--- src/rtl/sensor_bank_change_detector_defines.svh ---
// ---------------------------------------------------------------------------
// Sensor bank change detector - assertion macros
// Shared concurrent assertion forms, clocked on clk and held off in reset.
// ---------------------------------------------------------------------------
`ifndef SENSOR_BANK_CHANGE_DETECTOR_DEFINES_SVH
`define SENSOR_BANK_CHANGE_DETECTOR_DEFINES_SVH

// condition holds at every edge out of reset
`define SBCD_ASSERT_ALWAYS(lbl, cond, msg) \
  lbl: assert property (@(posedge clk) disable iff (!rst_n) (cond)) else $error(msg);

// consequent holds in the same cycle as the antecedent
`define SBCD_ASSERT_IMPL(lbl, ante, cons, msg) \
  lbl: assert property (@(posedge clk) disable iff (!rst_n) (ante) |-> (cons)) \
    else $error(msg);

// consequent holds in the cycle after the antecedent
`define SBCD_ASSERT_NEXT(lbl, ante, cons, msg) \
  lbl: assert property (@(posedge clk) disable iff (!rst_n) (ante) |=> (cons)) \
    else $error(msg);

`endif

--- src/rtl/sbcd_pkg.sv ---
// ---------------------------------------------------------------------------
// Sensor bank change detector - package
// Widths, register indexes, job word passed from front to back, helpers.
// ---------------------------------------------------------------------------
`default_nettype none

package sbcd_pkg;

  localparam int MAX_BANKS       = 5;
  localparam int SENSORS         = 16;
  localparam int BYTE_W          = 8;
  localparam int TICK_W          = 32;
  localparam int POS_W           = 4;
  localparam int BANK_W          = 3;
  localparam int NUM_W           = 5;
  localparam int SIDX_W          = 4;
  localparam int CFG_IDX_W       = 8;
  localparam int CFG_DATA_W      = 64;
  localparam int LOW_W           = 64;
  localparam int QUEUE_DEPTH_DEF = 2;

  localparam logic [CFG_IDX_W-1:0] REG_PRESENT_LOW  = CFG_IDX_W'(0);
  localparam logic [CFG_IDX_W-1:0] REG_PRESENT_HIGH = CFG_IDX_W'(1);
  localparam logic [CFG_IDX_W-1:0] REG_MUTE_LOW     = CFG_IDX_W'(2);
  localparam logic [CFG_IDX_W-1:0] REG_MUTE_HIGH    = CFG_IDX_W'(3);

  localparam logic REQ_BYTE    = 1'b0;
  localparam logic REQ_RESTART = 1'b1;

  typedef logic [SENSORS-1:0] sensor_vec_t;

  typedef struct packed {
    logic [BANK_W-1:0] bank;
    sensor_vec_t       levels;
    sensor_vec_t       act;
    sensor_vec_t       emit;
    logic [TICK_W-1:0] tick;
  } sbcd_job_t;

  function automatic logic [BYTE_W-1:0] flip_byte(input logic [BYTE_W-1:0] v);
    logic [BYTE_W-1:0] r;
    for (int i = 0; i < BYTE_W; i++) r[i] = v[BYTE_W-1-i];
    return r;
  endfunction

  function automatic sensor_vec_t bank_mask(input logic [LOW_W-1:0] lo,
                                            input sensor_vec_t hi,
                                            input logic [BANK_W-1:0] bank);
    sensor_vec_t m;
    unique case (bank)
      3'd0:    m = lo[15:0];
      3'd1:    m = lo[31:16];
      3'd2:    m = lo[47:32];
      3'd3:    m = lo[63:48];
      3'd4:    m = hi;
      default: m = '0;
    endcase
    return m;
  endfunction

endpackage

`default_nettype wire

--- src/rtl/sbcd_in_if.sv ---
// ---------------------------------------------------------------------------
// Sensor bank change detector - input channel
// One word per reply byte or frame restart.
// ---------------------------------------------------------------------------
`default_nettype none

interface sbcd_in_if import sbcd_pkg::*; ();
  logic              valid;
  logic              ready;
  logic              req_type;
  logic [BYTE_W-1:0] raw_byte;
  logic [TICK_W-1:0] tick;

  modport source (output valid, output req_type, output raw_byte, output tick,
                  input ready);
  modport sink   (input valid, input req_type, input raw_byte, input tick,
                  output ready);
endinterface

`default_nettype wire

--- src/rtl/sbcd_out_if.sv ---
// ---------------------------------------------------------------------------
// Sensor bank change detector - result channel
// One word per reported sensor change.
// ---------------------------------------------------------------------------
`default_nettype none

interface sbcd_out_if import sbcd_pkg::*; ();
  logic              valid;
  logic              ready;
  logic [BANK_W-1:0] bank;
  logic [NUM_W-1:0]  sensor_no;
  logic              level;
  logic [TICK_W-1:0] last_rise_tick;
  logic              last_of_run;

  modport source (output valid, output bank, output sensor_no, output level,
                  output last_rise_tick, output last_of_run, input ready);
  modport sink   (input valid, input bank, input sensor_no, input level,
                  input last_rise_tick, input last_of_run, output ready);
endinterface

`default_nettype wire

--- src/rtl/sbcd_cfg_if.sv ---
// ---------------------------------------------------------------------------
// Sensor bank change detector - configuration write channel
// Register index and write data.
// ---------------------------------------------------------------------------
`default_nettype none

interface sbcd_cfg_if import sbcd_pkg::*; ();
  logic                  valid;
  logic                  ready;
  logic [CFG_IDX_W-1:0]  index;
  logic [CFG_DATA_W-1:0] data;

  modport source (output valid, output index, output data, input ready);
  modport sink   (input valid, input index, input data, output ready);
endinterface

`default_nettype wire

--- src/rtl/sbcd_front.sv ---
// ---------------------------------------------------------------------------
// Sensor bank change detector - front end
// Tracks byte position, assembles bank level words, updates stored levels
// and queues a job with the new levels, unmuted changes and acted-on changes.
// ---------------------------------------------------------------------------
`default_nettype none

module sbcd_front import sbcd_pkg::*; #(
  parameter int BANKS = MAX_BANKS
) (
  input  wire logic   clk,
  input  wire logic   rst_n,
  sbcd_in_if.sink     in_ch,
  sbcd_cfg_if.sink    cfg_ch,
  input  wire logic   q_full,
  output logic        q_push,
  output sbcd_job_t   q_job
);

  localparam int BW = (BANKS > 1) ? $clog2(BANKS) : 1;
  localparam logic [POS_W-1:0] POS_LAST = POS_W'(2 * BANKS - 1);

  logic [POS_W-1:0]  pos_r;
  logic [BYTE_W-1:0] held_r;
  sensor_vec_t       levels_r [BANKS];
  logic [LOW_W-1:0]  present_low_r;
  sensor_vec_t       present_high_r;
  logic [LOW_W-1:0]  mute_low_r;
  sensor_vec_t       mute_high_r;

  logic              accept;
  logic              second;
  logic [BANK_W-1:0] bank;
  logic [BW-1:0]     bidx;
  sensor_vec_t       word;
  sensor_vec_t       old_lv;
  sensor_vec_t       pres;
  sensor_vec_t       mute;
  sensor_vec_t       change;
  sensor_vec_t       act;

  assign in_ch.ready  = !q_full;
  assign cfg_ch.ready = 1'b1;
  assign accept = in_ch.valid && in_ch.ready;
  assign second = (in_ch.req_type == REQ_BYTE) && pos_r[0];

  assign bank   = pos_r[POS_W-1:1];
  assign bidx   = bank[BW-1:0];
  assign word   = {flip_byte(in_ch.raw_byte), held_r};
  assign old_lv = levels_r[bidx];
  assign pres   = bank_mask(present_low_r, present_high_r, bank);
  assign mute   = bank_mask(mute_low_r, mute_high_r, bank);
  assign change = (word ^ old_lv) & pres;
  // muted falls need no action at all in the back end
  assign act    = change & (~mute | word);

  assign q_push       = accept && second && (act != '0);
  assign q_job.bank   = bank;
  assign q_job.levels = word;
  assign q_job.act    = act;
  assign q_job.emit   = change & ~mute;
  assign q_job.tick   = in_ch.tick;

  always_ff @(posedge clk) begin
    if (!rst_n) begin
      pos_r  <= '0;
      held_r <= '0;
      for (int b = 0; b < BANKS; b++) levels_r[b] <= '0;
    end else if (accept) begin
      if (in_ch.req_type == REQ_RESTART) begin
        pos_r <= '0;
      end else if (!pos_r[0]) begin
        held_r <= flip_byte(in_ch.raw_byte);
        pos_r  <= pos_r + POS_W'(1);
      end else begin
        pos_r          <= (pos_r == POS_LAST) ? '0 : pos_r + POS_W'(1);
        levels_r[bidx] <= old_lv ^ change;
      end
    end
  end

  always_ff @(posedge clk) begin
    if (!rst_n) begin
      present_low_r  <= '1;
      present_high_r <= '1;
      mute_low_r     <= '0;
      mute_high_r    <= '0;
    end else if (cfg_ch.valid && cfg_ch.ready) begin
      unique case (cfg_ch.index)
        REG_PRESENT_LOW:  present_low_r  <= cfg_ch.data;
        REG_PRESENT_HIGH: present_high_r <= cfg_ch.data[SENSORS-1:0];
        REG_MUTE_LOW:     mute_low_r     <= cfg_ch.data;
        REG_MUTE_HIGH:    mute_high_r    <= cfg_ch.data[SENSORS-1:0];
        default: ;
      endcase
    end
  end

endmodule

`default_nettype wire

--- src/rtl/sbcd_fifo.sv ---
// ---------------------------------------------------------------------------
// Sensor bank change detector - job queue
// Short queue of bank jobs between front and back end.
// ---------------------------------------------------------------------------
`default_nettype none
`include "sensor_bank_change_detector_defines.svh"

module sbcd_fifo import sbcd_pkg::*; #(
  parameter int DEPTH = QUEUE_DEPTH_DEF
) (
  input  wire logic       clk,
  input  wire logic       rst_n,
  input  wire logic       push,
  input  wire sbcd_job_t  din,
  output logic            full,
  input  wire logic       pop,
  output sbcd_job_t       dout,
  output logic            empty
);

  localparam int PW = (DEPTH > 1) ? $clog2(DEPTH) : 1;
  localparam int CW = $clog2(DEPTH + 1);
  localparam logic [PW-1:0] PTR_LAST = PW'(DEPTH - 1);

  sbcd_job_t      mem_r [DEPTH];
  logic [PW-1:0]  wr_r;
  logic [PW-1:0]  rd_r;
  logic [CW-1:0]  cnt_r;

  assign full  = (cnt_r == CW'(DEPTH));
  assign empty = (cnt_r == '0);
  assign dout  = mem_r[rd_r];

  always_ff @(posedge clk) begin
    if (push) mem_r[wr_r] <= din;
  end

  always_ff @(posedge clk) begin
    if (!rst_n) begin
      wr_r  <= '0;
      rd_r  <= '0;
      cnt_r <= '0;
    end else begin
      if (push) wr_r <= (wr_r == PTR_LAST) ? '0 : wr_r + PW'(1);
      if (pop)  rd_r <= (rd_r == PTR_LAST) ? '0 : rd_r + PW'(1);
      if (push && !pop)      cnt_r <= cnt_r + CW'(1);
      else if (pop && !push) cnt_r <= cnt_r - CW'(1);
    end
  end

  `SBCD_ASSERT_ALWAYS(a_cnt_range, cnt_r <= CW'(DEPTH), "queue count above depth")
  `SBCD_ASSERT_IMPL(a_no_overflow, push, !full, "push into full queue")
  `SBCD_ASSERT_IMPL(a_no_underflow, pop, !empty, "pop from empty queue")

endmodule

`default_nettype wire

--- src/rtl/sbcd_back.sv ---
// ---------------------------------------------------------------------------
// Sensor bank change detector - back end
// Walks a job's sensors lowest first, one a cycle unless the output stalls:
// records rise ticks and loads the result register for each unmuted change.
// ---------------------------------------------------------------------------
`default_nettype none
`include "sensor_bank_change_detector_defines.svh"

module sbcd_back import sbcd_pkg::*; #(
  parameter int BANKS = MAX_BANKS
) (
  input  wire logic      clk,
  input  wire logic      rst_n,
  input  wire sbcd_job_t q_job,
  input  wire logic      q_empty,
  output logic           q_pop,
  sbcd_out_if.source     out_ch
);

  localparam int DEPTH = BANKS * SENSORS;
  localparam int AW    = $clog2(DEPTH);

  logic              cur_valid_r;
  sbcd_job_t         cur_r;
  sensor_vec_t       rem_r;

  logic [TICK_W-1:0] mem [DEPTH];
  logic              vld_r [DEPTH];
  logic [TICK_W-1:0] rd_data_r;
  logic              rd_vld_r;

  logic              out_valid_r;
  logic [BANK_W-1:0] out_bank_r;
  logic [NUM_W-1:0]  out_num_r;
  logic              out_level_r;
  logic [TICK_W-1:0] out_tick_r;
  logic              out_last_r;

  logic              adv;
  sensor_vec_t       sel;
  sensor_vec_t       rem_nxt;
  logic [SIDX_W-1:0] idx;
  logic              is_emit;
  logic              is_rise;
  logic [AW-1:0]     slot;

  assign q_pop   = !cur_valid_r && !q_empty;
  assign adv     = cur_valid_r && (!out_valid_r || out_ch.ready);
  assign sel     = rem_r & (~rem_r + SENSORS'(1));
  assign rem_nxt = rem_r & ~sel;
  assign is_emit = |(sel & cur_r.emit);
  assign is_rise = |(sel & cur_r.levels);
  assign slot    = AW'({cur_r.bank, idx});

  always_comb begin
    idx = '0;
    for (int i = 0; i < SENSORS; i++) begin
      if (sel[i]) idx = idx | SIDX_W'(i);
    end
  end

  always_ff @(posedge clk) begin
    if (!rst_n) begin
      cur_valid_r <= 1'b0;
    end else if (q_pop) begin
      cur_valid_r <= 1'b1;
    end else if (adv && (rem_nxt == '0)) begin
      cur_valid_r <= 1'b0;
    end
  end

  always_ff @(posedge clk) begin
    if (q_pop) begin
      cur_r <= q_job;
      rem_r <= q_job.act;
    end else if (adv) begin
      rem_r <= rem_nxt;
    end
  end

  // rise tick store; an entry not yet written is reported as tick zero
  always_ff @(posedge clk) begin
    if (adv && is_rise) mem[slot] <= cur_r.tick;
    if (adv) rd_data_r <= mem[slot];
  end

  always_ff @(posedge clk) begin
    if (!rst_n) begin
      for (int s = 0; s < DEPTH; s++) vld_r[s] <= 1'b0;
      rd_vld_r <= 1'b0;
    end else if (adv) begin
      if (is_rise) vld_r[slot] <= 1'b1;
      rd_vld_r <= vld_r[slot];
    end
  end

  always_ff @(posedge clk) begin
    if (!rst_n) begin
      out_valid_r <= 1'b0;
    end else if (adv && is_emit) begin
      out_valid_r <= 1'b1;
    end else if (out_ch.ready) begin
      out_valid_r <= 1'b0;
    end
  end

  always_ff @(posedge clk) begin
    if (adv && is_emit) begin
      out_bank_r  <= cur_r.bank;
      out_num_r   <= NUM_W'(idx) + NUM_W'(1);
      out_level_r <= is_rise;
      out_tick_r  <= cur_r.tick;
      out_last_r  <= ((rem_nxt & cur_r.emit) == '0);
    end
  end

  assign out_ch.valid          = out_valid_r;
  assign out_ch.bank           = out_bank_r;
  assign out_ch.sensor_no      = out_num_r;
  assign out_ch.level          = out_level_r;
  assign out_ch.last_rise_tick = out_level_r ? out_tick_r :
                                 (rd_vld_r ? rd_data_r : '0);
  assign out_ch.last_of_run    = out_last_r;

  `SBCD_ASSERT_IMPL(a_job_has_work, cur_valid_r, rem_r != '0, "active job with no work")
  `SBCD_ASSERT_NEXT(a_rise_marks_valid, adv && is_rise, vld_r[$past(slot)], "rise not marked")
  `SBCD_ASSERT_NEXT(a_emit_loads_out, adv && is_emit, out_valid_r, "update not presented")

endmodule

`default_nettype wire

--- src/rtl/sensor_bank_change_detector.sv ---
// ---------------------------------------------------------------------------
// Sensor bank change detector - top level
// Turns sensor scan reply bytes into per-sensor level change reports.
// ---------------------------------------------------------------------------
// The front end takes one input word per cycle unless the job queue is full:
// restart words and first bytes of a bank finish at once, a bank's second byte
// is compared with the stored levels in that cycle and, if any present sensor
// changed other than by a muted fall, queued as a job (QUEUE_DEPTH jobs deep).
// The back end loads a job and then walks each changed sensor that is reported
// or rising; reports leave from the output register at up to one per cycle
// while the receiver takes them. The rise-tick store is a BANKS*16 entry
// memory with one port, read into a register alongside each report; its
// per-entry valid bits clear at reset, so no clearing pass is needed.
`default_nettype none

module sensor_bank_change_detector import sbcd_pkg::*; #(
  parameter int BANKS       = MAX_BANKS,
  parameter int QUEUE_DEPTH = QUEUE_DEPTH_DEF
) (
  input  wire logic   clk,
  input  wire logic   rst_n,
  sbcd_in_if.sink     in_ch,
  sbcd_cfg_if.sink    cfg_ch,
  sbcd_out_if.source  out_ch
);

  logic      q_push;
  logic      q_pop;
  logic      q_full;
  logic      q_empty;
  sbcd_job_t job_in;
  sbcd_job_t job_out;

  sbcd_front #(.BANKS(BANKS)) u_front (
    .clk    (clk),
    .rst_n  (rst_n),
    .in_ch  (in_ch),
    .cfg_ch (cfg_ch),
    .q_full (q_full),
    .q_push (q_push),
    .q_job  (job_in)
  );

  sbcd_fifo #(.DEPTH(QUEUE_DEPTH)) u_fifo (
    .clk   (clk),
    .rst_n (rst_n),
    .push  (q_push),
    .din   (job_in),
    .full  (q_full),
    .pop   (q_pop),
    .dout  (job_out),
    .empty (q_empty)
  );

  sbcd_back #(.BANKS(BANKS)) u_back (
    .clk     (clk),
    .rst_n   (rst_n),
    .q_job   (job_out),
    .q_empty (q_empty),
    .q_pop   (q_pop),
    .out_ch  (out_ch)
  );

endmodule

`default_nettype wire
--- src/flat_wrapper.sv ---
// flat-port wrapper written by rule: the top's interface ports become plain ports
module sensor_bank_change_detector_flat import sbcd_pkg::*;
#(
  parameter int BANKS       = MAX_BANKS,
  parameter int QUEUE_DEPTH = QUEUE_DEPTH_DEF
)
  (clk, rst_n, in_ch_valid, in_ch_req_type, in_ch_raw_byte, in_ch_tick, in_ch_ready, cfg_ch_valid, cfg_ch_index, cfg_ch_data, cfg_ch_ready, out_ch_valid, out_ch_bank, out_ch_sensor_no, out_ch_level, out_ch_last_rise_tick, out_ch_last_of_run, out_ch_ready);
  sbcd_in_if in_ch_i ();
  sbcd_cfg_if cfg_ch_i ();
  sbcd_out_if out_ch_i ();
  input  wire logic clk;
  input  wire logic rst_n;
  input wire logic [$bits(in_ch_i.valid)-1:0] in_ch_valid;
  input wire logic [$bits(in_ch_i.req_type)-1:0] in_ch_req_type;
  input wire logic [$bits(in_ch_i.raw_byte)-1:0] in_ch_raw_byte;
  input wire logic [$bits(in_ch_i.tick)-1:0] in_ch_tick;
  output wire logic [$bits(in_ch_i.ready)-1:0] in_ch_ready;
  input wire logic [$bits(cfg_ch_i.valid)-1:0] cfg_ch_valid;
  input wire logic [$bits(cfg_ch_i.index)-1:0] cfg_ch_index;
  input wire logic [$bits(cfg_ch_i.data)-1:0] cfg_ch_data;
  output wire logic [$bits(cfg_ch_i.ready)-1:0] cfg_ch_ready;
  output wire logic [$bits(out_ch_i.valid)-1:0] out_ch_valid;
  output wire logic [$bits(out_ch_i.bank)-1:0] out_ch_bank;
  output wire logic [$bits(out_ch_i.sensor_no)-1:0] out_ch_sensor_no;
  output wire logic [$bits(out_ch_i.level)-1:0] out_ch_level;
  output wire logic [$bits(out_ch_i.last_rise_tick)-1:0] out_ch_last_rise_tick;
  output wire logic [$bits(out_ch_i.last_of_run)-1:0] out_ch_last_of_run;
  input wire logic [$bits(out_ch_i.ready)-1:0] out_ch_ready;
  assign in_ch_i.valid = in_ch_valid;
  assign in_ch_i.req_type = in_ch_req_type;
  assign in_ch_i.raw_byte = in_ch_raw_byte;
  assign in_ch_i.tick = in_ch_tick;
  assign in_ch_ready = in_ch_i.ready;
  assign cfg_ch_i.valid = cfg_ch_valid;
  assign cfg_ch_i.index = cfg_ch_index;
  assign cfg_ch_i.data = cfg_ch_data;
  assign cfg_ch_ready = cfg_ch_i.ready;
  assign out_ch_valid = out_ch_i.valid;
  assign out_ch_bank = out_ch_i.bank;
  assign out_ch_sensor_no = out_ch_i.sensor_no;
  assign out_ch_level = out_ch_i.level;
  assign out_ch_last_rise_tick = out_ch_i.last_rise_tick;
  assign out_ch_last_of_run = out_ch_i.last_of_run;
  assign out_ch_i.ready = out_ch_ready;
  sensor_bank_change_detector #(.BANKS(BANKS), .QUEUE_DEPTH(QUEUE_DEPTH)) u_core (.clk(clk), .rst_n(rst_n), .in_ch(in_ch_i), .cfg_ch(cfg_ch_i), .out_ch(out_ch_i));
endmodule
--- config.mk ---
export PLATFORM = sky130hd
export DESIGN_NAME = sensor_bank_change_detector_flat
export DESIGN_NICKNAME = d
export VERILOG_FILES = /design/src/rtl/sbcd_pkg.sv /design/src/rtl/sbcd_in_if.sv /design/src/rtl/sbcd_out_if.sv /design/src/rtl/sbcd_cfg_if.sv /design/src/rtl/sbcd_front.sv /design/src/rtl/sbcd_fifo.sv /design/src/rtl/sbcd_back.sv /design/src/rtl/sensor_bank_change_detector.sv /design/src/flat_wrapper.sv
export VERILOG_INCLUDE_DIRS = /design/src /design/src/rtl
export SDC_FILE = /design/constraint.sdc
export NUM_CORES = 2
export LEC_CHECK = 0
export ABC_AREA = 1
export ABC_CLOCK_PERIOD_IN_PS = 16600
export BUFFER_PORTS_ARGS = -buffer_cell sky130_fd_sc_hd__buf_2
export CORE_MARGIN = 5
export CORE_UTILIZATION = 59
export CTS_BUF_LIST = sky130_fd_sc_hd__clkbuf_2 sky130_fd_sc_hd__clkbuf_4 sky130_fd_sc_hd__clkbuf_8
export DETAILED_ROUTE_END_ITERATION = 8
export PLACE_DENSITY = 0.71
export SYNTH_ARGS = -nofsm -noshare
export SYNTH_HDL_FRONTEND = slang
export SYNTH_SLANG_ARGS = --single-unit
--- constraint.sdc ---
create_clock -name clk -period 16.6 [get_ports clk]
set_input_delay 3.32 -clock clk [delete_from_list [all_inputs] [get_ports clk]]
set_output_delay 3.32 -clock clk [all_outputs]
set_load 0.1 [all_outputs]
; ---- Word level (Yosys, flattened, before mapping)
; Memory sizes are Yosys's and may differ from the RTL's. A register that Yosys moved wholly into a read port is not among the register bits.
; Cells that the tools add are included.
[totals]
reg_bits = 303
ramBits = 2886
inputBits = 118
out_inout_bits = 45
wordCells = 151
memories = 4
[mem_list]
columns = name, depth, width, rd, rd_clocked_by_memory_dff, write_ports, line
row1 = u_core.u_back.mem, 80, 32, 1, 1, 1, sbcd_back.sv:27  ; logic [TICK_W-1:0] mem [DEPTH];
row2 = u_core.u_fifo.mem_r, 2, 83, 1, 1, 1, sbcd_fifo.sv:25  ; sbcd_job_t mem_r [DEPTH];
row3 = u_core.u_back.vld_r, 80, 1, 1, 1, 80, sbcd_back.sv:28  ; logic vld_r [DEPTH];
row4 = u_core.u_front.levels_r, 5, 16, 1, 1, 5, sbcd_front.sv:25  ; sensor_vec_t levels_r [BANKS];
[classes]
n_addsub = 7
n_eq_ne = 9
mux = 56
n_bitwise = 16
n_reduce_logical = 38
[op_table]
columns = cell, count
row1 = $pmux 16 s5, 2
row2 = $and 16x16->16, 8
row3 = $mux 32, 2
row4 = $mux 16, 3
row5 = $not 16->16, 3
row6 = $reduce_or 16->1, 3
row7 = $mux 4, 11
row8 = $logic_not 16->1, 2
row9 = $xor 16x16->16, 2
row10 = $mux 1, 26
row11 = $mux 3, 7
row12 = $add 16x1->16 const B, 1
row13 = $eq 8x2->1 const B, 2
row14 = $or 16x16->16, 1
row15 = $reduce_bool 16->1, 1
row16 = $logic_and 1x1->1, 11
row17 = $eq 8x1->1 const B, 1
row18 = $logic_not 8->1, 1
row19 = $mux 2, 4
row20 = $reduce_and 2->1, 4
row21 = $reduce_bool 2->1, 4
row22 = $logic_not 1->1, 7
row23 = $mux 7, 1
row24 = $eq 3x2->1 const B, 2
row25 = other kinds (15), 17

; ---- Depth between registers and ports, before layout
[logic_depth]
depth_word = 19
depth_mapped = 22
ltp_nobuf = 19

; ---- By module
; Synthesis repeated with hierarchy kept, for this count alone.
[hier_totals]
cells_unflattened = 11486
hier_area_um2 = 132584.7
[by_module_without_submodules]
columns = mod, n_inst, cells_per_inst, area_each_um2, seq_area_each_um2
row1 = sbcd_back, 1, 9389, 111710.9, 84210.8
row2 = sbcd_front, 1, 1804, 14307.5, 7347.0
row3 = sbcd_fifo, 1, 293, 6566.3, 5084.9

; ---- Least setup slack after synthesis
; OpenSTA, ideal clock, no wires.
[synth_path]
path_kind = input port to flip-flop
from = input in_ch_raw_byte[4]
to = memory u_core.u_fifo.mem_r[0][0] in the netlist's numbering, enable pin
setup_ps = 626
t_arrival_ps = 9561
required_time_ps = 15974
setup_slack_ps = 6413
cell_stages = 10
path_buffers = 0
cell_sequence = inv_1 -> xor2_1 -> inv_1 -> nor2_1 -> nand2_1 -> nand2_1 -> nor2_1 -> nand2_1 -> nor2_1 -> nor3_1
[synth_via]
elab_chain_cells = 7
elab_cells_between_ends = 8
cone_classes = mux (2) / bitwise (4) / reduce/logical (2)
[synth_rtl]
columns = element, line
row1 = start: declaration, flat_wrapper.sv:15  ; input wire logic [$bits(in_ch_i.raw_byte)-1:0] in_ch_raw_byte;
row2 = $xor 16x16->16, sbcd_front.sv:53  ; assign change = (word ^ old_lv) & pres;
row3 = $and 16x16->16, sbcd_front.sv:53
row4 = $and 16x16->16 *, sbcd_front.sv:55  ; assign act = change & (~mute | word);
row5 = $reduce_bool 16->1 *, sbcd_front.sv:57  ; assign q_push = accept && second && (act != '0);
row6 = $logic_and 1x1->1 *, sbcd_front.sv:57
row7 = $mux 1 *, sbcd_fifo.sv:35  ; if (push) mem_r[wr_r] <= din;
row8 = $mux 1 (not written as such) *, sbcd_fifo.sv:35
row9 = end: declaration, sbcd_fifo.sv:25
; Every way passes the cells marked *; elsewhere a longest branch is shown, timed or not.

; ---- Worst setup path after layout
[layout_path]
from = register u_core.u_back.out_level_r, in the netlist u_core.u_back.out_ch.level
to = output out_ch_last_rise_tick[15]
[layout_via]
elab_chain_cells = 1
[layout_rtl]
columns = element, line
row1 = start: declaration, sbcd_back.sv:35  ; logic out_level_r;
row2 = start signal: assignment, sbcd_back.sv:111  ; out_level_r <= is_rise;
row3 = $mux 32, sbcd_back.sv:121  ; assign out_ch.last_rise_tick = out_level_r ? out_tick_r :
row4 = end: declaration, flat_wrapper.sv:26  ; output wire logic [$bits(out_ch_i.last_rise_tick)-1:0] out_ch_last_rise_tick;
; No other way between the ends.

==> impl_metrics.py <==
metrics = {
    "outcome": {
        "status": "finished, final reports clean",
    },
    "timing": {
        "rsz0062_at_grt": "false",
        "tns_ps": 0,
        "worst_slack_ps": 9250,
        "finalCriticalPeriod_ps": 7350,
        "fin_crit_sh_pct": 44.28,
        "hold_ws_ps": 434.8,
        "slew_viol_final": 0,
        "fmax_ghz": 0.1361,
        "hold_viol_final": 0,
        "fin_skew_ps": 74.03,
        "tightest_slew_ps": 1332,
        "maxSlewHeadroom_pct": 10.28,
        "setup_viol": 0,
    },
    "synthesis": {
        "ys_types": 57,
        "yosysMostFrequentCell": "nand2_1",
        "yosys-top-cells-area": "edfxtp_1, nand2_1, dfxtp_1",
        "ys_ff_latch": 3322,
        "syn_area_um2": 132600,
        "synth-main-ff-cell": "edfxtp_1",
        "netlist_instances": 11647,
        "ys_top_cells_by_count": "nand2_1, edfxtp_1, nor2_1, a21oi_1, o21ai_0",
        "synth_edf_count": 3011,
        "yosys_warnings": 0,
        "syn_area_per_cell_um2": 11.38,
        "synth_nets": 11769,
        "synth_top_area_cell": "edfxtp_1",
        "synth_top_area_share_pct": 68.21,
        "ys_async_sr_fraction_pct": 0,
        "seq_area_frac_synth_pct": 72.91,
    },
    "finish": {
        "multiInputGateArea_um2": 32380,
        "final_cells": 15334,
        "nets": 12068,
        "syn_to_final_growth_pct": 10.72,
        "num-fill-cells": 16691,
        "seq_area_um2": 96650,
        "drive_above_1_share_pct": 11.22,
    },
    "drt": {
        "wire_per_inst_um": 25.82,
        "vias": 91258,
        "drtIter0Drc": 13712,
        "drc": 0,
        "first_pass_iters": 6,
        "ant_nets": 0,
        "vias_per_cell": 5.951,
        "finalWirelength_um": 396000,
    },
    "placed_design": {
        "place_ws_ps": 9486,
        "io_buffers": 161,
        "dp_hpwl_um": 231500,
        "place.gp.congestion": 0.9580,
        "dp_cells": 14386,
    },
    "cts": {
        "cts-root-buf": "clkbuf_8",
        "hold_buffers": 0,
        "cts_resized": 0,
        "cts_tree": "done",
        "clk_pin_slew_ps": 60,
        "insertion_delay_ps": 1120,
        "cts_num_sinks": 3322,
        "clk_path_buf_depth": 4,
        "post_cts_buffers": 0,
        "cts-buffers-inserted": 550,
        "htree_levels": 6,
    },
    "setup_path": {
        "worstSetupEndpointType": "output port",
        "cp_num_buf_inv": 2,
        "r2r-end": "u_core.u_back.rd_data_r[14]",
        "cp_max_fo": 34,
        "r2r-start": "u_core.u_back.rem_r[5]",
        "critPathLaunchType": "flip-flop",
        "timing.critical_path.max_delay_family": "buffers and inverters",
        "worstSetupPathType": "flip-flop to output port",
        "cp.arrival_ps": 4030,
        "reg2regPathDepth": 20,
        "crit_chain": "inv_1 -> nand3_1 -> nand2_1 -> buf_2",
        "ff2ff_setup_slack_ps": 9810,
        "worstPathRequired_ps": 13280,
        "slowest_delay_ps": 850,
        "cpMaxStageDelayCell": "inv_1",
    },
    "min_path": {
        "min-delay-start": "u_core.u_back.vld_r[126]",
        "whs_endpoint": "u_core.u_back.vld_r[126]",
        "min_delay_path_depth": 2,
        "hp-class": "flip-flop to flip-flop",
    },
    "power": {
        "leakagePower_nw": 54.94,
        "power_mw": 27.61,
        "powerDensity_nw_per_um2": 188.1,
        "ir_drop_v": 0.0002140,
    },
    "grt": {
        "grt_pass1_vias": 86539,
        "grt_pass1_wl_um": 573100,
        "overflow": 0,
        "grt_max_degree": 165,
        "grt_usage_pct": 33.06,
        "antenna_found_initial": 17,
    },
    "die": {
        "core.rowCount": 174,
        "fp.dieW_um": 484.0,
        "start_util_pct": 59.11,
        "die_h_um": 484.0,
        "coreArea_um2": 224200,
        "die_area_um2": 234300,
        "ioPinCount": 163,
    },
    "run": {
        "drv_cap": 0,
    },
}
## sequential cells by signal (all words and copies together), names as in the netlist, 8 cells and up, named ones only
register and cells:
u_core.u_back.cur_r 67, u_core.u_back.mem 2560, u_core.u_back.out_tick_r 32, u_core.u_back.rd_data_r 32, u_core.u_back.rem_r 16, u_core.u_back.vld_r 128
u_core.u_fifo.mem_r 166, u_core.u_front.held_r 8, u_core.u_front.levels_r 128, u_core.u_front.mute_high_r 16, u_core.u_front.mute_low_r 64, u_core.u_front.present_high_r 16
u_core.u_front.present_low_r 64
## worst reg2reg max path, delay by kind of cell (launching register included)
family / cells / cell delay, ps
flip-flops: 1 / 470
AO/OA/AOI/OAI: 1 / 640
buffers and inverters: 4 / 2540
AND/OR/NAND/NOR: 15 / 2890
## kinds of logic after synthesis
kind of cell,Yosys count,synth area share (%)
AOI/OAI and AO/OA,1333,5.509
DFF,3322,72.91
other,1,0.002829
adders and majority gates,4,0.03776
buffers and inverters,941,3.098
muxes,68,0.5777
xor gates and xnor gates,17,0.1123
and+or+nand+nor,5961,17.76
## worst max-delay path by stage
stage	start	end	cells past startpoint
2_1_floorplan	in_ch_raw_byte[4]	u_core.u_fifo.mem_r[0][0]	10
3_3_place_gp	out_ch_ready	u_core.u_back.mem[30][8]	12
3_5_place_dp	out_ch_ready	u_core.u_back.mem[30][9]	12
4_1_cts	u_core.u_back.out_ch.level	out_ch_last_rise_tick[15]	4
5_1_grt	u_core.u_back.out_ch.level	out_ch_last_rise_tick[15]	4
6_report	u_core.u_back.out_ch.level	out_ch_last_rise_tick[15]	4
## cell usage in the layout (no fill, tap or decap), types with 5 or more instances in the layout
cell type   synthesis  layout
a21oi_1           540     539
edfxtp_1         3011    3011
o21ai_0           357     357
o21ai_1           201     201
o22ai_1             7       7
clkinv_2            0      36
a22oi_1            51      51
o211ai_1           77      77
a211oi_1           16      16
clkinvlp_4          0      15
buf_4              40     177
nand4_1           132     132
nor2_1            609     553
nor3_1             29      15
clkbuf_8            0     589
inv_2              14      13
dfxtp_1           311     309
inv_1             323     316
nand3_1           304     304
a22o_1             15      15
nor2_2             11       9
and3_1              5       5
o21bai_1           29      29
nor3_2              1      14
diode_2             0       5
nand3b_1           25      25
nand2_2             8       8
nand2_1          4781    4779
mux2_2             68      68
or2_0              25      25
xor2_1             16      16
clkinv_1            2     114
buf_2             249     160
a221oi_1           17      17
o21a_1             12      12
nor2_4              7      65
buf_12              0       8
clkbuf_4            0     185
inv_6               0       9
## metal layers
| metal | GRT usage (%) | vias up | share of wire [%] |
|---|---|---|---|
| met5 | 0 | - | 0.0051 |
| met4 | 16.02 | 4 | 5.3 |
| met3 | 7.687 | 908 | 12 |
| met2 | 49.53 | 5771 | 45 |
| met1 | 46.23 | 44151 | 38 |
| li1 | - | 40424 | - |
## power by group
part           internal (mW)  switching, mW  leakage (nW)
Clock                   3.72           3.18          5.48
Combinational           2.05           8.03          19.7
Sequential              10.4          0.252          29.8
## final cells by class
class | instances | share of cell area, %
Antenna cell | 5 | 0.008525
Clock buffer | 774 | 6.470
Clock inverter | 169 | 0.5865
Inverter | 342 | 0.9003
Multi-Input combinational cell | 7384 | 22.06
Sequential cell | 3322 | 65.85
Tap cell | 2992 | 2.551
Timing Repair Buffer | 346 | 1.568
## metrics by stage
step	area, µm²	util (%)
finish	146800	65.45
global route	146800	65.45
CTS	146800	65.44
detailed placement	136400	60.83
global placement	136400	60.83
floorplan	132600	-
Power figures use the tool's default switching activity.
